## config.mk

```make
export PLATFORM = sky130hd
export DESIGN_NAME = bcc_stack
export DESIGN_NICKNAME = d
export VERILOG_FILES = /design/src/hdl/bcc_pkg.sv /design/src/hdl/bcc_cell.sv /design/src/hdl/bcc_stack.sv
export SDC_FILE = /design/constraint.sdc
export NUM_CORES = 2
export LEC_CHECK = 0
export ABC_CLOCK_PERIOD_IN_PS = 62000
export BUFFER_PORTS_ARGS = -buffer_cell sky130_fd_sc_hd__buf_2
export CORE_MARGIN = 2
export CORE_UTILIZATION = 44
export DETAILED_ROUTE_END_ITERATION = 7
export MAX_ROUTING_LAYER = met4
export PLACE_DENSITY_LB_ADDON = 0.2
export SETUP_SLACK_MARGIN = 0.15
export SYNTH_ARGS = -nofsm -noshare
export SYNTH_HDL_FRONTEND = slang
export SYNTH_SLANG_ARGS = --single-unit
export TNS_END_PERCENT = 50
```

## constraint.sdc

```tcl
create_clock -name clock -period 62 [get_ports clock]
set_input_delay 12.4 -clock clock [delete_from_list [all_inputs] [get_ports clock]]
set_output_delay 12.4 -clock clock [all_outputs]
set_load 0.05 [all_outputs]
```

## src/hdl/bcc_pkg.sv

```systemverilog
package bcc_pkg;

   localparam int STACK_DEPTH_DEFAULT = 64;
   localparam int COUNT_WIDTH_DEFAULT = 16;

   localparam logic [7:0] CHAR_FF      = 8'o014;
   localparam logic [7:0] CHAR_SQ      = 8'o047;
   localparam logic [7:0] CHAR_DQ      = 8'o042;
   localparam logic [7:0] CHAR_NL      = 8'h0A;
   localparam logic [7:0] CHAR_SPACE   = 8'h20;
   localparam logic [7:0] CHAR_STAR    = 8'h2A;
   localparam logic [7:0] CHAR_SLASH   = 8'h2F;
   localparam logic [7:0] CHAR_LBRACE  = 8'h7B;
   localparam logic [7:0] CHAR_LPAREN  = 8'h28;
   localparam logic [7:0] CHAR_LSQUARE = 8'h5B;
   localparam logic [7:0] CHAR_RBRACE  = 8'h7D;
   localparam logic [7:0] CHAR_RPAREN  = 8'h29;
   localparam logic [7:0] CHAR_RSQUARE = 8'h5D;

   localparam logic [1:0] KIND_BRACE  = 2'd0;
   localparam logic [1:0] KIND_PAREN  = 2'd1;
   localparam logic [1:0] KIND_SQUARE = 2'd2;

   typedef enum logic [3:0] {
      VERDICT_RUNNING  = 4'd0,
      VERDICT_PASS     = 4'd1,
      VERDICT_QUOTE    = 4'd2,
      VERDICT_COMMENT  = 4'd3,
      VERDICT_EOF      = 4'd4,
      VERDICT_PAGE     = 4'd5,
      VERDICT_MISMATCH = 4'd6,
      VERDICT_STRAY_CE = 4'd7,
      VERDICT_STRAY_CL = 4'd8,
      VERDICT_OVERFLOW = 4'd9,
      VERDICT_STOPPED  = 4'd10
   } verdict_type;

   typedef struct packed {
      logic push;
      logic pop;
   } stack_op_type;

   typedef struct packed {
      logic empty;
      logic full;
   } stack_status_type;

   function automatic logic is_opener(input logic [7:0] b);
      return (b == CHAR_LBRACE) || (b == CHAR_LPAREN) || (b == CHAR_LSQUARE);
   endfunction

   function automatic logic is_closer(input logic [7:0] b);
      return (b == CHAR_RBRACE) || (b == CHAR_RPAREN) || (b == CHAR_RSQUARE);
   endfunction

   function automatic logic [1:0] bracket_kind(input logic [7:0] b);
      logic [1:0] k;
      k = KIND_BRACE;
      if ((b == CHAR_LPAREN) || (b == CHAR_RPAREN)) begin
         k = KIND_PAREN;
      end else if ((b == CHAR_LSQUARE) || (b == CHAR_RSQUARE)) begin
         k = KIND_SQUARE;
      end
      return k;
   endfunction

   function automatic logic [7:0] opener_char(input logic [1:0] k);
      logic [7:0] c;
      unique case (k)
         KIND_PAREN:  c = CHAR_LPAREN;
         KIND_SQUARE: c = CHAR_LSQUARE;
         default:     c = CHAR_LBRACE;
      endcase
      return c;
   endfunction

endpackage

```

## src/hdl/bcc_cell.sv

```systemverilog
module bcc_cell #(
   parameter int ENTRY_WIDTH = 2 + 2 * bcc_pkg::COUNT_WIDTH_DEFAULT
) (
   input  logic                     clock,
   input  bcc_pkg::stack_op_type    op,
   input  logic [ENTRY_WIDTH-1:0]   from_above,
   input  logic [ENTRY_WIDTH-1:0]   from_below,
   output logic [ENTRY_WIDTH-1:0]   entry_ff
);

   always_ff @(posedge clock) begin
      if (op.push) begin
         entry_ff <= from_above;
      end else if (op.pop) begin
         entry_ff <= from_below;
      end
   end

endmodule

```

## src/hdl/bcc_stack.sv

```systemverilog
module bcc_stack #(
   parameter int STACK_DEPTH = bcc_pkg::STACK_DEPTH_DEFAULT,
   parameter int ENTRY_WIDTH = 2 + 2 * bcc_pkg::COUNT_WIDTH_DEFAULT
) (
   input  logic                        clock,
   input  logic                        reset,
   input  bcc_pkg::stack_op_type       op,
   input  logic [ENTRY_WIDTH-1:0]      push_entry,
   output logic [ENTRY_WIDTH-1:0]      top_entry,
   output bcc_pkg::stack_status_type   status
);

   localparam int DEPTH_WIDTH = $clog2(STACK_DEPTH + 1);

   logic [DEPTH_WIDTH-1:0] depth_ff;
   logic [DEPTH_WIDTH-1:0] depth_in;
   logic [ENTRY_WIDTH-1:0] entries [STACK_DEPTH];

   // top of stack always sits in cell 0; push shifts down, pop shifts up
   for (genvar i = 0; i < STACK_DEPTH; i++) begin : g_cell
      logic [ENTRY_WIDTH-1:0] above;
      logic [ENTRY_WIDTH-1:0] below;
      if (i == 0) begin : g_first
         assign above = push_entry;
      end else begin : g_mid_above
         assign above = entries[i-1];
      end
      if (i == STACK_DEPTH - 1) begin : g_last
         assign below = entries[i];
      end else begin : g_mid_below
         assign below = entries[i+1];
      end
      bcc_cell #(
         .ENTRY_WIDTH (ENTRY_WIDTH)
      ) u_cell (
         .clock      (clock),
         .op         (op),
         .from_above (above),
         .from_below (below),
         .entry_ff   (entries[i])
      );
   end

   always_comb begin
      depth_in = depth_ff;
      if (op.push) begin
         depth_in = depth_ff + DEPTH_WIDTH'(1);
      end else if (op.pop) begin
         depth_in = depth_ff - DEPTH_WIDTH'(1);
      end
   end

   always_ff @(posedge clock) begin
      if (reset) begin
         depth_ff <= '0;
      end else begin
         depth_ff <= depth_in;
      end
   end

   assign top_entry    = entries[0];
   assign status.empty = (depth_ff == '0);
   assign status.full  = (depth_ff == DEPTH_WIDTH'(STACK_DEPTH));

endmodule

```

==> run_results.csv <==
group,metric,value,unit
cells_and_area,drive_gt1_frac,0.5196,
global_route,grt_pass1_wl,210600,um
worst_setup_path,crit_chain,"buf_12, nor2_1, inv_8, buf_12, buf_4, buf_4, buf_12",
routing,dr.pass1.iters,4,
routing,drt_first_iter_violations,2856,
clocking,cts_sinks,2183,
power,p_sw,822.8,uW
global_route,grt-ovfl-total,0,
clocking,hold_buffers,0,
synth,synthesis.nets,4671,
timing,clock.fmax,0.05791,GHz
clocking,ctsResizeCount,0,
floorplanning,die_y,459.5,um
power,combPwrFrac,0.096,
routing,drcViolationCount,0,
synth,yosysSeqAreaShare,0.7174,
synth,async_flop_share,0,
cells_and_area,syn2layout_area_growth,10.80,%
worst_setup_path,crit_path_start_kind,"input pin",
power,pwr-share-clk,0.340,
timing,finalSetupViolCount,0,
clocking,cts_buffers,224,
routing,ant_nets,0,
status,status,"completed",
timing,maxSlewViolCount,0,
synth,synth_area_per_cell,19.73,um^2
global_route,grt_pass1_vias,40782,
clocking,clockRootBuffer,"clkbuf_16",
power,power.share.sequential,0.564,
synth,yosys.area.top_type,"edfxtp_1",
clocking,clk_pin_slew,0.06,ns
routing,routed_wl,127800,um
timing,rsz0062_at_grt,"no",
place,place.gp.congestion,0.6865,
worst_setup_path,worstSetupPathType,"input pin to flop",
timing,fin_crit_sh,0.2785,
routing,num_vias,39053,
hold_path,hold_class,"flop to flop",
floorplanning,die_area,211100,um^2
clocking,postCtsSetupBuffers,0,
routing,post_drt_wl_per_cell,16.77,um
clocking,clk_latency,0.84,ns
power,p_leak,0.03487,uW
place,dpl-instance-area,94210,um^2
power,p_int,2906,uW
synth,yosysUniqueCellTypes,35,
clocking,cts_tree,"built",
floorplanning,coreArea,206700,um^2
cells_and_area,finalNonFillerCells,7624,
worst_setup_path,crit_slowest_cell,"buf_4",
synth,synth.area.top_cells,"edfxtp_1 (72%), mux2_2 (26%), buf_2 (1.2%)",
cells_and_area,fill_cells,17053,
timing,skew,0.04953,ns
timing,max_slew_margin,0.2344,
worst_setup_path,cp.required,62.45,ns
cells_and_area,finalNetCount,4775,
synth,syn_inst,4627,
worst_setup_path,crit_path_frequent_cell,"buf_12",
global_route,antenna_found_initial,2,
place,hpwl,70730,um
routing,vias_per_cell,5.122,
floorplanning,die_w,459.5,um
worst_setup_path,end_kind,"flop",
synth,yosys_most_used_dff,"edfxtp_1",
place,io_buffers,73,
place,dp_cells,7209,
worst_setup_path,critPathArrivalTime,17.72,ns
timing,holdWs,0.4463,ns
cells_and_area,final_area,101100,um^2
clocking,clk_path_buf_depth,3,
power,p_per_area,36.87,nW/um^2
synth,ys_ff_latch,2183,
worst_setup_path,cpPeakStageDelay,0.95,ns
synth,synth_edf_count,2176,
timing,tns,0,ns
worst_setup_path,cp_max_fo,195,
clocking,htreeDepth,4,
floorplanning,initial_utilization,0.4417,
synth,synth_top_area_frac,0.7159,
floorplanning,fp-row-count,167,
cells_and_area,seqCellArea,65480,um^2
power,ir_worst_vdd,30.54,uV
power,sw_frac_of_total,0.2207,
flow_run,drv_cap,0,
synth,synth_area,91270,um^2
cells_and_area,multi_input_area,24520,um^2
global_route,grt_use_total,0.1221,
timing,fin_crit,17.27,ns
synth,yosys_warnings,0,
global_route,grt_max_degree,204,
timing,finalHoldViolCount,0,
floorplanning,num_io_pins,74,
timing,worstMarginPinSlew,1.148,ns
-- power by group through the flow --
| stage | clock, uW | combinational, uW | sequential [uW] |
|---|---|---|---|
| after floorplan | 0 | 308 | 2210 |
| final | 1270 | 358 | 2100 |
| after global routing | 1370 | 394 | 2140 |
| after detailed placement | 0 | 363 | 2140 |
| after CTS | 1320 | 365 | 2110 |
| after global placement | 0 | 347 | 2140 |
-- layout make-up --
cell class | count | area share
multi-input combinational | 2198 | 0.2424
inverter | 5 | 0.0002598
clock buffer | 282 | 0.05779
timing repair buffer | 119 | 0.007919
antenna | 1 | 0.00002475
sequential | 2183 | 0.6475
clock inverter | 132 | 0.01057
tap | 2704 | 0.03346
-- flip-flops by register name, indices dropped and copies added, names as in the netlist --
signal and flops:
g_cell.u_cell.entry_ff 2176, depth_ff 7
-- cells in the mapped netlist (2+ instances only) --
library cell  number
xnor2_1            2
dfxtp_1            7
nand2_1            5
buf_2            222
nand3b_1           2
nor3_1             2
a21oi_1            5
ha_1               5
buf_4             17
nor4b_2            2
inv_1              5
edfxtp_1        2176
mux2_2          2142
nor2_1            10
nor2b_1            2
o21a_1             2
a21o_1             2
nand2b_1           2
-- through the flow --
stage                     setup WS (ns)  total power, uW  utilization
final                             44.73             3729       0.4894
after floorplan                   5.461             2516            -
after global routing              44.30             3910       0.4894
after detailed placement          43.81             2502       0.4559
after CTS                         44.78             3792       0.4893
after global placement            43.93             2482       0.4559
-- logic make-up after synthesis --
family          share of synthesized area
buf+inv                           0.01394
fa+ha+maj                       0.0009048
xor+xnor                        0.0001920
flops                              0.7174
simple gates                     0.001823
compound gates                   0.001193
mux                                0.2645
-- worst paths after layout --
| kind | from | end | slack (ns) | cells after the start |
|---|---|---|---|---|
| max | op[1] | g_cell[45].u_cell.entry_ff[15] | 44.73 | 7 |
| min | g_cell[62].u_cell.entry_ff[4] | g_cell[63].u_cell.entry_ff[4] | 0.45 | 0 |
| max reg2reg | depth_ff[0] | depth_ff[6] | 60.18 | 6 |
| min reg2reg | g_cell[62].u_cell.entry_ff[4] | g_cell[63].u_cell.entry_ff[4] | 0.45 | 0 |
-- layout by cell type (no fill, tap or decap), types with 2 or more instances in the layout --
| master | Yosys | layout |
|---|---|---|
| clkbuf_1 | 1 | 57 |
| inv_16 | 0 | 2 |
| clkinvlp_4 | 0 | 3 |
| ha_1 | 5 | 5 |
| dfxtp_1 | 7 | 7 |
| nand3b_1 | 2 | 2 |
| mux2_2 | 2142 | 2142 |
| buf_2 | 222 | 72 |
| clkinv_1 | 0 | 66 |
| clkbuf_16 | 0 | 225 |
| clkinv_8 | 0 | 3 |
| clkinv_16 | 0 | 7 |
| bufinv_16 | 0 | 9 |
| nor4b_2 | 2 | 2 |
| nor2_1 | 10 | 10 |
| buf_4 | 17 | 40 |
| nand2_1 | 5 | 5 |
| nor3_1 | 2 | 2 |
| nand2b_1 | 2 | 2 |
| a21o_1 | 2 | 2 |
| xnor2_1 | 2 | 2 |
| nor2b_1 | 2 | 2 |
| inv_6 | 0 | 4 |
| buf_12 | 0 | 7 |
| edfxtp_1 | 2176 | 2176 |
| a21oi_1 | 5 | 5 |
| inv_1 | 5 | 4 |
| clkinv_2 | 0 | 37 |
| o21a_1 | 2 | 2 |
-- worst max-delay path, delay by kind of cell --
family | cells | cell delay [ns]
simple gates | 1 | 0.39
buf+inv | 6 | 4.24
-- per-layer routing --
metal	track usage	routed length, um	vias up
met2	0.1919	61320	361
li1	-	-	18653
met5	-	0	-
met1	0.1599	59700	19825
met4	0.03603	2789	0
met3	0.02568	4036	214
(Power assumes the default switching activity.)
